--- config.mk ---
export PLATFORM = sky130hd
export DESIGN_NAME = masked_ascon_permutation
export DESIGN_NICKNAME = d
export VERILOG_FILES = /design/src/hw/rtl/mascon_pkg.sv /design/src/hw/rtl/masked_ascon_permutation.sv
export SDC_FILE = /design/constraint.sdc
export NUM_CORES = 2
export LEC_CHECK = 0
export BUFFER_PORTS_ARGS = -buffer_cell sky130_fd_sc_hd__clkbuf_2
export CORE_AREA = 3 3 519 521
export DETAILED_ROUTE_END_ITERATION = 10
export DIE_AREA = 0 0 522 524
export SYNTH_ARGS = -nofsm -noshare
export SYNTH_HDL_FRONTEND = slang
export SYNTH_SLANG_ARGS = --single-unit
--- constraint.sdc ---
create_clock -name clk_i -period 23.3 [get_ports clk_i]
set_input_delay 1.165 -clock clk_i [delete_from_list [all_inputs] [get_ports clk_i]]
set_output_delay 1.165 -clock clk_i [all_outputs]
set_load 0.03 [all_outputs]
--- src/hw/rtl/mascon_pkg.sv ---
// shared types, constants and round function of the masked ascon permutation
package mascon_pkg;

  localparam int unsigned NumRounds = 12;
  localparam int unsigned RoundW    = 4;
  localparam logic [RoundW-1:0] RcBase    = 4'hF;
  localparam logic [RoundW-1:0] LastRound = RoundW'(NumRounds);

  typedef logic [63:0] word_t;

  typedef struct packed {
    word_t            share_a_word0;
    word_t            share_a_word1;
    word_t            share_a_word2;
    word_t            share_a_word3;
    word_t            share_a_word4;
    word_t            share_b_word0;
    word_t            share_b_word1;
    word_t            share_b_word2;
    word_t            share_b_word3;
    word_t            share_b_word4;
    logic [RoundW-1:0] start_round;
    word_t            random_mask;
  } mascon_in_t;

  typedef struct packed {
    word_t out_a_word0;
    word_t out_a_word1;
    word_t out_a_word2;
    word_t out_a_word3;
    word_t out_a_word4;
    word_t out_b_word0;
    word_t out_b_word1;
    word_t out_b_word2;
    word_t out_b_word3;
    word_t out_b_word4;
  } mascon_out_t;

  // working state: both shares and the running mask word
  typedef struct packed {
    word_t [4:0] a;
    word_t [4:0] b;
    word_t       t;
  } mascon_st_t;

  function automatic word_t rotr(word_t v, int unsigned n);
    return (v >> n) | (v << (64 - n));
  endfunction

  function automatic word_t [4:0] diffuse(word_t [4:0] w);
    word_t [4:0] o;
    o[0] = w[0] ^ rotr(w[0], 19) ^ rotr(w[0], 28);
    o[1] = w[1] ^ rotr(w[1], 61) ^ rotr(w[1], 39);
    o[2] = w[2] ^ rotr(w[2], 1)  ^ rotr(w[2], 6);
    o[3] = w[3] ^ rotr(w[3], 10) ^ rotr(w[3], 17);
    o[4] = w[4] ^ rotr(w[4], 7)  ^ rotr(w[4], 41);
    return o;
  endfunction

  // one full masked round
  function automatic mascon_st_t mascon_round(mascon_st_t s, logic [RoundW-1:0] r);
    word_t [4:0] a;
    word_t [4:0] b;
    word_t [4:0] na;
    word_t [4:0] nb;
    word_t       ta;
    word_t       tb;
    mascon_st_t  o;
    a = s.a;
    b = s.b;
    a[2] = a[2] ^ {56'd0, RcBase - r, r};
    a[0] = a[0] ^ a[4];
    a[4] = a[4] ^ a[3];
    a[2] = a[2] ^ a[1];
    b[0] = b[0] ^ b[4];
    b[4] = b[4] ^ b[3];
    b[2] = b[2] ^ b[1];
    // cross-share terms, and-not on share a and plain and on share b, all on the words after the input xors
    ta    = s.t ^ (~a[0] & b[1]) ^ (~a[0] & a[1]);
    tb    = s.t ^ (b[0] & b[1]) ^ (b[0] & a[1]);
    na[0] = a[0] ^ (~a[1] & b[2]) ^ (~a[1] & a[2]);
    nb[0] = b[0] ^ (b[1] & b[2]) ^ (b[1] & a[2]);
    na[1] = a[1] ^ (~a[2] & b[3]) ^ (~a[2] & a[3]);
    nb[1] = b[1] ^ (b[2] & b[3]) ^ (b[2] & a[3]);
    na[2] = a[2] ^ (~a[3] & b[4]) ^ (~a[3] & a[4]);
    nb[2] = b[2] ^ (b[3] & b[4]) ^ (b[3] & a[4]);
    na[3] = a[3] ^ (~a[4] & b[0]) ^ (~a[4] & a[0]);
    nb[3] = b[3] ^ (b[4] & b[0]) ^ (b[4] & a[0]);
    na[4] = a[4] ^ ta;
    nb[4] = b[4] ^ tb;
    na[1] = na[1] ^ na[0];
    na[0] = na[0] ^ na[4];
    na[3] = na[3] ^ na[2];
    na[2] = ~na[2];
    nb[1] = nb[1] ^ nb[0];
    nb[0] = nb[0] ^ nb[4];
    nb[3] = nb[3] ^ nb[2];
    o.a = diffuse(na);
    o.b = diffuse(nb);
    o.t = ta;
    return o;
  endfunction

endpackage

--- src/hw/rtl/masked_ascon_permutation.sv ---
// top level: two-share masked ascon permutation, one round per cycle
//
//   channel | ports               | handshake
//   --------+---------------------+-------------------------------------
//   in      | in_i                | start, taken when start && !busy
//   out     | res_o               | done_o, one cycle, cannot be held off
//
// a word starting at round s runs rounds s through 11 on the shared round unit,
// then its result is registered; for s >= 12 no round runs. busy stays high
// from the accepting edge until the result is registered; done_o pulses for
// one cycle and the next word may be taken in that same cycle. reset clears
// the sequencer and the strobe only.
module masked_ascon_permutation (
  input  logic                    clk_i,
  input  logic                    rst_ni,
  input  logic                    start,
  output logic                    busy,
  input  mascon_pkg::mascon_in_t  in_i,
  output logic                    done_o,
  output mascon_pkg::mascon_out_t res_o
);
  import mascon_pkg::*;

  typedef enum logic {
    StIdle,
    StRun
  } state_e;

  state_e            state_q, state_d;
  mascon_st_t        st_q, st_d;
  logic [RoundW-1:0] round_q, round_d;
  logic              done_q, done_d;
  mascon_out_t       res_q, res_d;
  logic              accept;

  assign accept = start && (state_q == StIdle);

  always_comb begin
    state_d = state_q;
    st_d    = st_q;
    round_d = round_q;
    done_d  = 1'b0;
    res_d   = res_q;
    case (state_q)
      StIdle: begin
        if (accept) begin
          st_d.a  = {in_i.share_a_word4, in_i.share_a_word3, in_i.share_a_word2,
                     in_i.share_a_word1, in_i.share_a_word0};
          st_d.b  = {in_i.share_b_word4, in_i.share_b_word3, in_i.share_b_word2,
                     in_i.share_b_word1, in_i.share_b_word0};
          st_d.t  = in_i.random_mask;
          round_d = in_i.start_round;
          state_d = StRun;
        end
      end
      StRun: begin
        if (round_q >= LastRound) begin
          res_d.out_a_word0 = st_q.a[0];
          res_d.out_a_word1 = st_q.a[1];
          res_d.out_a_word2 = st_q.a[2];
          res_d.out_a_word3 = st_q.a[3];
          res_d.out_a_word4 = st_q.a[4];
          res_d.out_b_word0 = st_q.b[0];
          res_d.out_b_word1 = st_q.b[1];
          res_d.out_b_word2 = st_q.b[2];
          res_d.out_b_word3 = st_q.b[3];
          res_d.out_b_word4 = st_q.b[4];
          done_d  = 1'b1;
          state_d = StIdle;
        end else begin
          st_d    = mascon_round(st_q, round_q);
          round_d = round_q + 1'b1;
        end
      end
      default: begin
        state_d = StIdle;
      end
    endcase
  end

  always_ff @(posedge clk_i or negedge rst_ni) begin
    if (!rst_ni) begin
      state_q <= StIdle;
      done_q  <= 1'b0;
    end else begin
      state_q <= state_d;
      done_q  <= done_d;
      st_q    <= st_d;
      round_q <= round_d;
      res_q   <= res_d;
    end
  end

  assign busy   = (state_q != StIdle);
  assign done_o = done_q;
  assign res_o  = res_q;

endmodule

======== Word level (Yosys, flattened, before mapping) ========
Index checks and enable logic that the tools add are counted.
operators by class
  add/sub/neg operators ................... 2
  $mul .................................... 0
  divide/modulo/power cells ............... 0
  $lt $le $gt $ge ......................... 1
  equality and inequality tests ........... 2
  shifts and indexed selects .............. 0
  mux-type cells .......................... 11
  bitwise gates (word level) .............. 102
  reductions and logical operators ........ 3
operator list
  cell                 number
  $xor 64x64->64       54
  $mux 704             2
  $pmux 704 s2         1
  $and 64x64->64       20
  $not 64->64          6
  $or 23x64->64        2
  $or 25x64->64        2
  $or 3x64->64         2
  $or 36x64->64        2
  $or 45x64->64        2
  $or 47x64->64        2
  $or 54x64->64        2
  $or 57x64->64        2
  $or 58x64->64        2
  $or 63x64->64        2
  $xor 64x8->64        1
  $mux 4               2
  $pmux 4 s2           1
  $reduce_and 3->1     2
  $add 4x1->4 const B  1
  $ge 4x4->1 const B   1
  $mux 1               4
  $ne 2x2->1 const B   2
  $sub 4x4->4 const A  1
  3 further kinds      3
word-level totals
  register bits after elaboration ......... 1350
  bits in latches ......................... 0
  RAM bits ................................ 0
  bits in read-only memories .............. 0
  bits of input ports ..................... 711
  output and inout bits ................... 642
  logic and storage cells ................. 145
  memories kept ........................... 0

======== Longest topological paths before layout ========
  depth in word-level cells ............... 13
  depth in mapped cells ................... 11

======== Worst setup path before layout ========
Ideal clock, no wire load.
  path kind ............................... in2reg
  from .................................... input port start
  to ...................................... register round_q[0], enable pin
  setup time .............................. 1.168 ns
  arrival ................................. 17.257 ns
  required time ........................... 22.132 ns
  setup slack ............................. 4.875 ns
  stages .................................. 3
  buffers on the path ..................... 0
  path through ............................ nor2_1 > nor2_1 > and2_1
on the way
  longest elaborated chain between the ends .. 3
RTL lines
  element                            RTL line                        source
  start, declared                    masked_ascon_permutation.sv:16  input logic start,
  $logic_and 1x1->1                  masked_ascon_permutation.sv:36  assign accept = start && (state_q == StIdle);
  $ne 2x2->1 (no source line)        -
  $reduce_and 3->1 (no source line)  -
  end signal, assigned               masked_ascon_permutation.sv:89  round_q <= round_d;
  end, declared                      masked_ascon_permutation.sv:31  logic [RoundW-1:0] round_q, round_d;
Every way passes these cells.
A chain may end at the register's enable or synchronous reset.

======== Worst setup path after layout ========
  from .................................... register state_q (netlist: busy)
  to ...................................... register res_q (netlist bit res_o[100]), enable pin
on the way
  longest elaborated chain between the ends .. 1
RTL lines
  element                            RTL line                        source
  start, declared                    masked_ascon_permutation.sv:29  state_e state_q, state_d;
  start signal, assigned             masked_ascon_permutation.sv:83  state_q <= StIdle;
  start signal, assigned             masked_ascon_permutation.sv:86  state_q <= state_d;
  $reduce_and 3->1 (no source line)  -
  end signal, assigned               masked_ascon_permutation.sv:90  res_q <= res_d;
  end, declared                      masked_ascon_permutation.sv:33  mascon_out_t res_q, res_d;
Every way passes these cells.

==> impl_metrics.tcl <==
set metrics [dict create \
    drtPass1Iterations 7 \
    fin_setup_tns_ps 0 \
    yosysSeqAreaShare 0.4635 \
    drv_cap 3 \
    seqCellArea_mm2 0.04053 \
    synthFlopType "edfxtp_1" \
    cts_setup_buffers 0 \
    timing.final.crit_share 0.2688 \
    die_w_um 522 \
    slowest_delay_ps 840 \
    async_flop_share 0.001481 \
    hp-class "input port to async pin" \
    synth_cells 7537 \
    period_needed_ps 6263 \
    place_congestion 1.105 \
    dp_hpwl_mm 484.2 \
    cts_resized 0 \
    yosysWarnings 0 \
    cpMaxStageDelayCell "dfrtp_4" \
    hold_viol 0 \
    critical_path.top_delay_family "buffers and inverters" \
    clk_path_buf_depth 3 \
    cp.required_ps 23790 \
    grt_max_degree 154 \
    drc 0 \
    yosys_register_bits 1350 \
    numCtsBuffers 162 \
    synth_edf_count 1348 \
    multiInputGateArea_mm2 0.04635 \
    viasPerCell 5.572 \
    slew-limit-headroom -0.1092 \
    portBuffers 1352 \
    avgRoutedWirePerCell_um 43.91 \
    critical_path.most_common_cell "buf_4" \
    nNetsFinal 10180 \
    synth_fp_nets 8505 \
    cp_num_buf_inv 5 \
    syn2layout_area_growth_pct 22.07 \
    fmax_mhz 159.7 \
    syn_area_mm2 0.08744 \
    clock_sinks 1350 \
    drv_slew 10 \
    dieArea_mm2 0.2735 \
    skew_ps 61.88 \
    status "finished, violations left" \
    grt_usage 0.4003 \
    pin_count 1353 \
    drt-initial-drc-count 11780 \
    coreArea_mm2 0.2651 \
    path_cells "and3_1 > and2_4 > buf_4 > buf_4 > buf_4 > buf_4 > buf_4" \
    path_class "flop to flop" \
    antenna_left 0 \
    die_y_um 524 \
    routed_wl_mm 566.7 \
    synth_cell_types 46 \
    worst_pin_slew_ps 1652 \
    critPathArrivalTime_ps 6750 \
    clkTransAtPathRegs_ps 60 \
    cts_tree "yes" \
    root_buffer "clkbuf_16" \
    grt_pass1_wl_mm 701.2 \
    clkLatencyLatePin_ps 900 \
    rsz0062_at_grt "false" \
    setup-violations-final 0 \
    violations "max-capacitance violations, max-slew violations" \
    grt_antenna_before_repair 130 \
    worstSetupStartpointType "flop" \
    num_vias 71920 \
    start_util 0.3298 \
    gr-total-overflow 0 \
    rows 189 \
    grt_pass1_vias 66050 \
    r2r_slack_ps 17040 \
    drive_gt1_frac 0.2585 \
    htree_levels 4 \
    endpoint_kind "flop" \
    avgSynthCellArea_um2 11.60 \
    fill_cells 26050 \
    crit_fanout 76 \
    ctsHoldBuffers 0 \
]
area by class of cell:
cell class,count,area share
clock inverters,118,0.01183
well taps,3533,0.04142
repair buffers,1640,0.08392
flip-flops and latches,1350,0.3798
diodes,33,0.0007737
clock buffers,180,0.03861
multi-input cells,5785,0.4343
inverters,268,0.009425
routing by layer:
metal,vias to the layer above,wire (µm),global-route usage
li1,29190,-,-
met1,36290,228900,0.5404
met2,5330,231800,0.5681
met3,1073,55280,0.07945
met4,42,50400,0.2918
met5,-,280,0
kinds of logic (layout without fill, tap and decap cells):
| group | count (synthesis) | after routing | synth area share |
|---|---|---|---|
| simple gates | 1505 | 1505 | 0.07897 |
| other cells | 0 | 33 | 0 |
| fa+ha+maj | 258 | 258 | 0.03689 |
| compound gates | 820 | 820 | 0.05349 |
| flops | 1350 | 1350 | 0.4635 |
| xor+xnor | 2853 | 2853 | 0.3059 |
| buf+inv | 402 | 2206 | 0.01727 |
| mux | 349 | 349 | 0.04399 |
flip-flops by register name, summed over array words and instances (netlist names):
| signal | count |
|---|---|
| busy | 1 |
| done_o | 1 |
| res_o | 640 |
| round_q | 4 |
| st_q | 704 |
worst register-to-register path: stages, from the launching register on:
cell     delay, ps
dfrtp_4        840
and3_1         330
and2_4         450
buf_4          750
buf_4          760
buf_4          890
buf_4          930
buf_4          860
worst paths after layout:
| check | end | from | cells past startpoint |
|---|---|---|---|
| max in group asynchronous | busy | rst_ni | 1 |
| worst max-delay path | res_o[100] | busy | 7 |
| worst min register to register | res_o[455] | st_q[519] | 0 |
| worst max register to register | res_o[100] | busy | 7 |
| worst min-delay path | busy | rst_ni | 1 |
| min in group clk_i | res_o[455] | st_q[519] | 0 |
cells in the final DEF (no fill, tap or decap), types with 8 or more instances in the layout:
master / count
mux2i_1: 73
o2bb2ai_1: 47
buf_4: 285
inv_6: 19
mux2_2: 274
nand2b_1: 219
xor2_2: 19
o31a_1: 46
clkinv_2: 25
diode_2: 33
xnor2_1: 1976
clkbuf_2: 1352
nor3_1: 59
bufinv_16: 17
clkinv_1: 30
clkbuf_16: 162
nor2b_1: 91
a21oi_1: 565
xnor3_1: 56
nand4b_1: 9
clkbuf_1: 18
xor2_1: 573
a211oi_1: 46
inv_1: 268
ha_1: 257
nand3_1: 10
edfxtp_1: 1348
xnor2_2: 221
a221oi_1: 8
and4b_1: 46
nor2_1: 810
nand2_1: 241
o21ai_0: 80
clkinvlp_4: 11
Yosys cell counts (all sizes together), types with 10 or more instances:
cell / count / area share
and4b: 46 / 0.0053
xnor3: 56 / 0.014
nor3: 59 / 0.0034
o21ai: 81 / 0.0046
xnor2: 2200 / 0.23
inv: 268 / 0.012
nand2: 241 / 0.010
ha: 257 / 0.037
mux2i: 73 / 0.0084
nor2: 810 / 0.035
a221oi: 11 / 0.0013
a21oi: 565 / 0.032
o2bb2ai: 47 / 0.0047
a211oi: 46 / 0.0039
clkbuf: 131 / 0.0056
nor2b: 91 / 0.0065
mux2: 276 / 0.036
nand3: 10 / 0.00057
edfxtp: 1348 / 0.46
nand2b: 219 / 0.016
o31a: 46 / 0.0046
xor2: 592 / 0.060
per-stage QoR:
step | hold WS [ps] | area [µm²] | utilization | std cells | setup WS, ps
after floorplan | 420.6 | 87440 | - | 7537 | 4875
after global placement | 465.0 | 101200 | 0.3818 | 12580 | 17140
after detailed placement | 472.1 | 101200 | 0.3819 | 12580 | 17010
after CTS | 23.33 | 106600 | 0.4022 | 12870 | 17110
after global routing | 34.50 | 106700 | 0.4024 | 12880 | 16710
final | 57.96 | 106700 | 0.4026 | 12910 | 17040
Power is not shown: default switching activity piles up to over one toggle a cycle in this logic, so the estimate is an artifact.
